### src/sv/rfd_pkg.sv
// rfd_pkg: shared types and codes for the fastcgi record deframer
// used by rfd_front, rfd_queue, rfd_back and fastcgi_record_deframer
// no dependencies
package rfd_pkg;

   localparam logic [1:0] KIND_STDOUT     = 2'd0;
   localparam logic [1:0] KIND_STDERR     = 2'd1;
   localparam logic [1:0] KIND_END        = 2'd2;
   localparam logic [1:0] KIND_UNHANDLED  = 2'd3;

   localparam logic [7:0] REC_END_REQUEST = 8'd3;
   localparam logic [7:0] REC_STDOUT      = 8'd6;
   localparam logic [7:0] REC_STDERR      = 8'd7;

   localparam logic [3:0] POS_LAST_HDR    = 4'd7;
   localparam logic [3:0] POS_BODY        = 4'd8;

   localparam int QUEUE_DEPTH_DEFAULT     = 4;

   typedef struct packed {
      logic [7:0]  data;
      logic [1:0]  kind;
      logic [7:0]  rtype;
      logic [15:0] reqnum;
      logic        last;
   } token_type;

   typedef struct packed {
      logic [3:0] hdr_pos;
      logic       done;
   } front_status_type;

endpackage

### src/sv/rfd_front.sv
// rfd_front: header gathering and classification of each stream byte
// emits one token per byte that yields a result; depends on rfd_pkg
module rfd_front
   import rfd_pkg::*;
(
   input  logic             clock,
   input  logic             reset,
   input  logic             in_accept,
   input  logic             in_action,
   input  logic [7:0]       in_byte,
   output logic             tok_valid,
   output token_type        tok,
   output front_status_type status
);

   logic [3:0]  pos_ff, pos_in;
   logic [7:0]  type_ff, type_in;
   logic [15:0] req_ff, req_in;
   logic [15:0] cl_ff, cl_in;
   logic [7:0]  pl_ff, pl_in;
   logic        done_ff, done_in;

   always_comb begin
      pos_in    = pos_ff;
      type_in   = type_ff;
      req_in    = req_ff;
      cl_in     = cl_ff;
      pl_in     = pl_ff;
      done_in   = done_ff;
      tok_valid = 1'b0;
      tok.data  = 8'd0;
      tok.kind  = KIND_UNHANDLED;
      tok.rtype = type_ff;
      tok.reqnum = req_ff;
      tok.last  = 1'b0;
      if (in_accept) begin
         if (in_action) begin
            pos_in  = 4'd0;
            type_in = 8'd0;
            req_in  = 16'd0;
            cl_in   = 16'd0;
            pl_in   = 8'd0;
            done_in = 1'b0;
         end else if (!done_ff) begin
            if (pos_ff < POS_BODY) begin
               case (pos_ff)
                  4'd1: type_in = in_byte;
                  4'd2: req_in = {in_byte, 8'd0};
                  4'd3: req_in = {req_ff[15:8], in_byte};
                  4'd4: cl_in = {in_byte, 8'd0};
                  4'd5: cl_in = {cl_ff[15:8], in_byte};
                  4'd6: pl_in = in_byte;
                  default: ;
               endcase
               if (pos_ff != POS_LAST_HDR) begin
                  pos_in = pos_ff + 4'd1;
               end else if (type_ff == REC_END_REQUEST) begin
                  done_in   = 1'b1;
                  pos_in    = 4'd0;
                  tok_valid = 1'b1;
                  tok.kind  = KIND_END;
               end else begin
                  pos_in = (cl_ff == 16'd0 && pl_ff == 8'd0) ? 4'd0 : POS_BODY;
                  if (type_ff != REC_STDOUT && type_ff != REC_STDERR) begin
                     tok_valid = 1'b1;
                     tok.kind  = KIND_UNHANDLED;
                  end
               end
            end else if (cl_ff != 16'd0) begin
               cl_in = cl_ff - 16'd1;
               if (cl_ff == 16'd1 && pl_ff == 8'd0) begin
                  pos_in = 4'd0;
               end
               tok.data = in_byte;
               tok.last = (cl_ff == 16'd1);
               if (type_ff == REC_STDOUT) begin
                  tok_valid = 1'b1;
                  tok.kind  = KIND_STDOUT;
               end else if (type_ff == REC_STDERR) begin
                  tok_valid = 1'b1;
                  tok.kind  = KIND_STDERR;
               end
            end else begin
               if (pl_ff != 8'd0) begin
                  pl_in = pl_ff - 8'd1;
               end
               if (pl_ff <= 8'd1) begin
                  pos_in = 4'd0;
               end
            end
         end
      end
   end

   always_ff @(posedge clock) begin
      if (reset) begin
         pos_ff  <= 4'd0;
         type_ff <= 8'd0;
         req_ff  <= 16'd0;
         cl_ff   <= 16'd0;
         pl_ff   <= 8'd0;
         done_ff <= 1'b0;
      end else begin
         pos_ff  <= pos_in;
         type_ff <= type_in;
         req_ff  <= req_in;
         cl_ff   <= cl_in;
         pl_ff   <= pl_in;
         done_ff <= done_in;
      end
   end

   assign status.hdr_pos = pos_ff;
   assign status.done    = done_ff;

endmodule

### src/sv/rfd_queue.sv
// rfd_queue: token queue between front and back with a registered head
// memory array plus head register; depends on rfd_pkg
module rfd_queue
   import rfd_pkg::*;
#(
   parameter int DEPTH = QUEUE_DEPTH_DEFAULT
)
(
   input  logic      clock,
   input  logic      reset,
   input  logic      wr_en,
   input  token_type wr_data,
   output logic      full,
   output logic      head_valid,
   output token_type head_data,
   input  logic      head_take
);

   localparam int AW = (DEPTH > 1) ? $clog2(DEPTH) : 1;
   localparam int CW = $clog2(DEPTH + 1);

   token_type         mem [DEPTH];
   logic [AW-1:0]     wp_ff, wp_in;
   logic [AW-1:0]     rp_ff, rp_in;
   logic [CW-1:0]     cnt_ff, cnt_in;
   logic              hv_ff, hv_in;
   token_type         head_ff;
   logic              rd_en;

   assign full  = (cnt_ff == CW'(DEPTH));
   assign rd_en = (!hv_ff || head_take) && (cnt_ff != '0);

   always_comb begin
      wp_in  = wp_ff;
      rp_in  = rp_ff;
      cnt_in = cnt_ff;
      hv_in  = hv_ff;
      if (wr_en) begin
         wp_in = (wp_ff == AW'(DEPTH - 1)) ? '0 : wp_ff + AW'(1);
      end
      if (rd_en) begin
         rp_in = (rp_ff == AW'(DEPTH - 1)) ? '0 : rp_ff + AW'(1);
      end
      cnt_in = cnt_ff + CW'(wr_en) - CW'(rd_en);
      if (rd_en) begin
         hv_in = 1'b1;
      end else if (head_take) begin
         hv_in = 1'b0;
      end
   end

   always_ff @(posedge clock) begin
      if (reset) begin
         wp_ff  <= '0;
         rp_ff  <= '0;
         cnt_ff <= '0;
         hv_ff  <= 1'b0;
      end else begin
         wp_ff  <= wp_in;
         rp_ff  <= rp_in;
         cnt_ff <= cnt_in;
         hv_ff  <= hv_in;
      end
   end

   always_ff @(posedge clock) begin
      if (wr_en) begin
         mem[wp_ff] <= wr_data;
      end
      if (rd_en) begin
         head_ff <= mem[rp_ff];
      end
   end

   assign head_valid = hv_ff;
   assign head_data  = head_ff;

endmodule

### src/sv/rfd_back.sv
// rfd_back: applies the stdout discard setting and holds the result register
// drains rfd_queue and drives the result channel; depends on rfd_pkg
module rfd_back
   import rfd_pkg::*;
(
   input  logic       clock,
   input  logic       reset,
   input  logic       discard,
   input  logic       head_valid,
   input  token_type  head_data,
   output logic       head_take,
   output logic       empty,
   input  logic       pop,
   output logic [7:0] out_byte,
   output logic [1:0] kind,
   output logic [7:0] record_type,
   output logic [15:0] request_number,
   output logic       last_of_record
);

   logic      ov_ff, ov_in;
   token_type out_ff;
   logic      drop;

   assign head_take = head_valid && (!ov_ff || pop);
   assign drop      = discard && (head_data.kind == KIND_STDOUT);

   always_comb begin
      ov_in = ov_ff;
      if (head_take) begin
         ov_in = !drop;
      end else if (pop) begin
         ov_in = 1'b0;
      end
   end

   always_ff @(posedge clock) begin
      if (reset) begin
         ov_ff <= 1'b0;
      end else begin
         ov_ff <= ov_in;
      end
   end

   always_ff @(posedge clock) begin
      if (head_take && !drop) begin
         out_ff <= head_data;
      end
   end

   assign empty          = !ov_ff;
   assign out_byte       = out_ff.data;
   assign kind           = out_ff.kind;
   assign record_type    = out_ff.rtype;
   assign request_number = out_ff.reqnum;
   assign last_of_record = out_ff.last;

endmodule

### src/sv/fastcgi_record_deframer.sv
// fastcgi_record_deframer: top level of the fastcgi record deframer
// instantiates rfd_front, rfd_queue and rfd_back; depends on rfd_pkg
//
// Takes one byte of the backend response per cycle while full is low. push and
// full form the input queue interface; full only rises when results back up
// because pop is held low. A result passes through the queue memory write, the
// head register and then the result register before it is on the rsp_ ports,
// and a new result can be taken every cycle. Sustained rate is one byte per
// clock while full is low, handled by the header and body counters in the
// front parser. discard_stdout is written through csr_wr_en/csr_wr_data; the
// user must write it only while idle, which the block itself does not enforce.
module fastcgi_record_deframer
   import rfd_pkg::*;
#(
   parameter int QUEUE_DEPTH = QUEUE_DEPTH_DEFAULT
)
(
   input  logic        clock,
   input  logic        reset,
   input  logic        push,
   output logic        full,
   input  logic        req_action,
   input  logic [7:0]  req_data_byte,
   output logic        empty,
   input  logic        pop,
   output logic [7:0]  rsp_out_byte,
   output logic [1:0]  rsp_kind,
   output logic [7:0]  rsp_record_type,
   output logic [15:0] rsp_request_number,
   output logic        rsp_last_of_record,
   input  logic        csr_wr_en,
   input  logic        csr_wr_data
);

   logic             discard_ff, discard_in;
   logic             accept;
   logic             tok_valid;
   token_type        tok;
   front_status_type fstat;
   logic             head_valid;
   token_type        head_data;
   logic             head_take;

   assign accept     = push && !full;
   assign discard_in = csr_wr_en ? csr_wr_data : discard_ff;

   always_ff @(posedge clock) begin
      if (reset) begin
         discard_ff <= 1'b0;
      end else begin
         discard_ff <= discard_in;
      end
   end

   rfd_front u_front (
      .clock     (clock),
      .reset     (reset),
      .in_accept (accept),
      .in_action (req_action),
      .in_byte   (req_data_byte),
      .tok_valid (tok_valid),
      .tok       (tok),
      .status    (fstat)
   );

   rfd_queue #(.DEPTH(QUEUE_DEPTH)) u_queue (
      .clock      (clock),
      .reset      (reset),
      .wr_en      (tok_valid),
      .wr_data    (tok),
      .full       (full),
      .head_valid (head_valid),
      .head_data  (head_data),
      .head_take  (head_take)
   );

   rfd_back u_back (
      .clock          (clock),
      .reset          (reset),
      .discard        (discard_ff),
      .head_valid     (head_valid),
      .head_data      (head_data),
      .head_take      (head_take),
      .empty          (empty),
      .pop            (pop),
      .out_byte       (rsp_out_byte),
      .kind           (rsp_kind),
      .record_type    (rsp_record_type),
      .request_number (rsp_request_number),
      .last_of_record (rsp_last_of_record)
   );

   a_restart_clears: assert property (@(posedge clock) disable iff (reset)
      (accept && req_action) |=> (fstat.hdr_pos == 4'd0 && !fstat.done))
      else $error("restart did not clear parser state");

   a_pos_range: assert property (@(posedge clock) disable iff (reset)
      fstat.hdr_pos <= POS_BODY)
      else $error("header position out of range");

   a_done_at_header: assert property (@(posedge clock) disable iff (reset)
      fstat.done |-> (fstat.hdr_pos == 4'd0))
      else $error("parser stopped outside header position zero");

   a_done_silent: assert property (@(posedge clock) disable iff (reset)
      (fstat.done && accept && !req_action) |-> !tok_valid)
      else $error("token produced after end of request");

endmodule
### config.mk
export PLATFORM = sky130hd
export DESIGN_NAME = fastcgi_record_deframer
export DESIGN_NICKNAME = d
export VERILOG_FILES = /design/src/sv/rfd_pkg.sv /design/src/sv/rfd_front.sv /design/src/sv/rfd_queue.sv /design/src/sv/rfd_back.sv /design/src/sv/fastcgi_record_deframer.sv
export SDC_FILE = /design/constraint.sdc
export NUM_CORES = 1
export LEC_CHECK = 0
export BUFFER_PORTS_ARGS = -buffer_cell sky130_fd_sc_hd__buf_4
export CORE_ASPECT_RATIO = 1.1
export CORE_MARGIN = 4
export CORE_UTILIZATION = 30
export CTS_CLUSTER_DIAMETER = 200
export CTS_CLUSTER_SIZE = 14
export DETAILED_ROUTE_END_ITERATION = 7
export GPL_TIMING_DRIVEN = 0
export HOLD_SLACK_MARGIN = 0.08
export SLEW_MARGIN = 15
export SYNTH_ARGS = -nofsm -noshare
export SYNTH_HDL_FRONTEND = slang
export SYNTH_HIERARCHICAL = 1
export SYNTH_SLANG_ARGS = --single-unit
### constraint.sdc
create_clock -name clock -period 8.5 [get_ports clock]
set_input_delay 0.425 -clock clock [delete_from_list [all_inputs] [get_ports clock]]
set_output_delay 0.425 -clock clock [all_outputs]
set_load 0.02 [all_outputs]
==> results.cfg <==
[outcome]
status = finished clean

[clocking]
cts_max_level = 1
clock_path_buffers = 3
cts.sinks = 273
clkLatencyLatePin_ns = 0.52
tritoncts = built
cts_setup_buffers = 0
cts_root_buf = clkbuf_16
post_cts_resized = 0
path_clk_slew_ns = 0.07
cts_buffers = 23
postCtsHoldBufs = 0

[detailed_routing]
dr.first_iter.drc_count = 415
vias = 6215
drt_wl_total_um = 22900
viasPerCell = 4.80
avgRoutedWirePerCell_um = 17.7
firstDrtPassIters = 4
postRouteAntennaNets = 0
remaining_drc_errors = 0

[synthesis]
yosys_warnings = 6
synthesis.nets = 741
netlist_area_mm2 = 0.0110
avgSynthCellArea_um2 = 15.5
netlist_instances = 708

[finish]
area.growth.synth_to_final_pct = 16.5
n_antenna_cell = 0
finish.utilization_pct = 35.4
drive_gt1_share_pct = 20.2
nets = 824

[pwr]
p_int_mw = 2.49
power_switching_mw = 0.936
power.clock.fraction_pct = 28.0
p_per_area_mw_per_mm2 = 269
share_comb_of_total_power_pct = 21.2
swShare_pct = 27.3
seq_power_share_pct = 50.8
ir_worst_vdd_uv = 105
power.leakage_nw = 4.40

[die]
dieArea_mm2 = 0.0396
pin_count = 52
fp.coreArea_mm2 = 0.0361
fp.dieW_um = 190
num_rows = 73
start_util_pct = 30.4
die-height_um = 208

[sta]
slew_headroom_pct = 33.2
slew_viol_final = 0
tns_ns = 0
fin_crit_ns = 3.47
rsz0062_at_grt = no
worst-slew-pin-transition_ns = 0.995
setup_viol = 0
clock_skew_ns = 0.0215
hold_viol = 0
fin_crit_sh_pct = 40.8
fmax_ghz = 0.289

[setup_path]
cp_common_cell = nor3_1
crit_arrival_ns = 3.90
crit_type = register to register
rr_startpoint = u_front/type_ff[3]
slowest_delay_ns = 0.67
cp.required_ns = 8.93
path_max_fanout = 7
reg2reg_slack_ns = 5.03
start_kind = register
slowest_stage = or4b_2
r2r_cells = 11
path_cells = or4b_2 > nor3_1 > and4_1 > a21oi_1 > nor2_1 > ha_1 > inv_1 > fa_1 > xor2_1 > and2_1 > nor3_1
reg2reg_to = u_queue/cnt_ff[2]
crit_start = u_front/type_ff[3]
end_kind = register

[job]
drv_cap = 0

[global_routing]
antenna_found_initial = 0
gr-total-overflow = 0
grt_first_pass_wirelength_um = 36100
grt_pass1_vias = 6303
grt_usage_pct = 11.4
grt_max_degree = 29

[place]
port-buffer-count = 51
routabilityCongestion = 0.907
dp_hpwl_um = 15500

[worst_hold_path]
worstHoldPathCells = 2
min_path_type = input port to register
min_from = pop
hold_path_end = u_back/ov_ff
==> how the worst max path moves through the flow <==
stage | end | slack [ns] | cells after the start
CTS | u_queue/cnt_ff[2] | 4.99 | 11
finish | u_queue/cnt_ff[2] | 5.03 | 11
global route | u_queue/cnt_ff[2] | 4.79 | 11
detailed placement | u_queue/cnt_ff[2] | 5.00 | 11
floorplan | u_queue/cnt_ff[2] | 4.72 | 12
global placement | u_back/record_type[0] | 3.28 | 3
==> layout make-up <==
| cell class | count | area, um^2 |
|---|---|---|
| Buffer | 30 | 159 |
| Clock buffer | 40 | 639 |
| Clock inverter | 2 | 17.5 |
| Fill cell | 3431 | 23300 |
| Inverter | 21 | 78.8 |
| Multi-Input combinational cell | 384 | 3170 |
| Sequential cell | 273 | 7570 |
| Tap cell | 487 | 609 |
| Timing Repair Buffer | 58 | 517 |
==> power groups by stage <==
stage / combinational [mW] / clock, mW / sequential (mW)
CTS: 0.748 / 0.996 / 1.75
global route: 0.793 / 1.06 / 1.76
detailed placement: 0.745 / 0 / 1.78
global placement: 0.704 / 0 / 1.79
finish: 0.727 / 0.959 / 1.74
floorplan: 0.415 / 0 / 1.84
==> metrics by stage <==
step                      area [um^2]  std cells  setup WS, ns  hold WS, ns  power, mW
after floorplan                 11000        708          4.72        0.400       2.25
after global placement          11900       1246          3.28        0.403       2.49
after detailed placement        12100       1253          5.00        0.405       2.52
after CTS                       12800       1295          4.99        0.107       3.49
after global routing            12800       1295          4.79        0.109       3.62
final                           12800       1295          5.03        0.126       3.43
==> worst max-delay path, delay by kind of cell (launching register included) <==
| kind | cells | cell delay [ns] |
|---|---|---|
| flops | 1 | 0.36 |
| simple gates | 6 | 2.12 |
| fa+ha+maj | 2 | 0.64 |
| compound gates | 1 | 0.04 |
| buf+inv | 1 | 0.05 |
| xor+xnor | 1 | 0.16 |
==> sequential cells by signal, summed over array words and instances (netlist names) <==
name and flops:
u_back/out_byte 8, u_queue/head_data 35, u_front/done_ff 1, u_front/type_ff 8, u_queue/mem 140, u_back/kind 2, u_queue/head_valid 1, u_front/cl_ff 16
u_queue/cnt_ff 3, u_front/req_ff 16, u_back/request_number 16, u_front/pl_ff 8, u_back/last_of_record 1, u_queue/rp_ff 2, u_back/record_type 8, u_front/pos_ff 4
discard_ff 1, u_back/ov_ff 1, u_queue/wp_ff 2
==> layer usage <==
metal | global-route usage (%) | vias to the layer above | share of wire, %
met4 | 3.69 | 0 | 2.8
li1 | - | 2925 | -
met2 | 19.3 | 150 | 50
met5 | 0 | - | 0
met3 | 1.33 | 40 | 4.3
met1 | 15.3 | 3100 | 43
==> layout by cell type, fill, tap and decap left out, types with 7 or more instances in the layout <==
cell       count
and2_1        11
buf_2          7
nor3_1        13
nand3_1       17
nor2_1        47
a21oi_1       27
nand2_1       36
a31oi_1        7
inv_1         20
a22oi_1        9
nand2b_1       7
clkbuf_1      34
o21ai_0        9
edfxtp_1     210
clkbuf_16     23
buf_4         51
dfxtp_1       63
nor2b_1       16
mux2i_1       13
ha_1          17
mux4_2        35
Power figures use the tool's default switching activity.
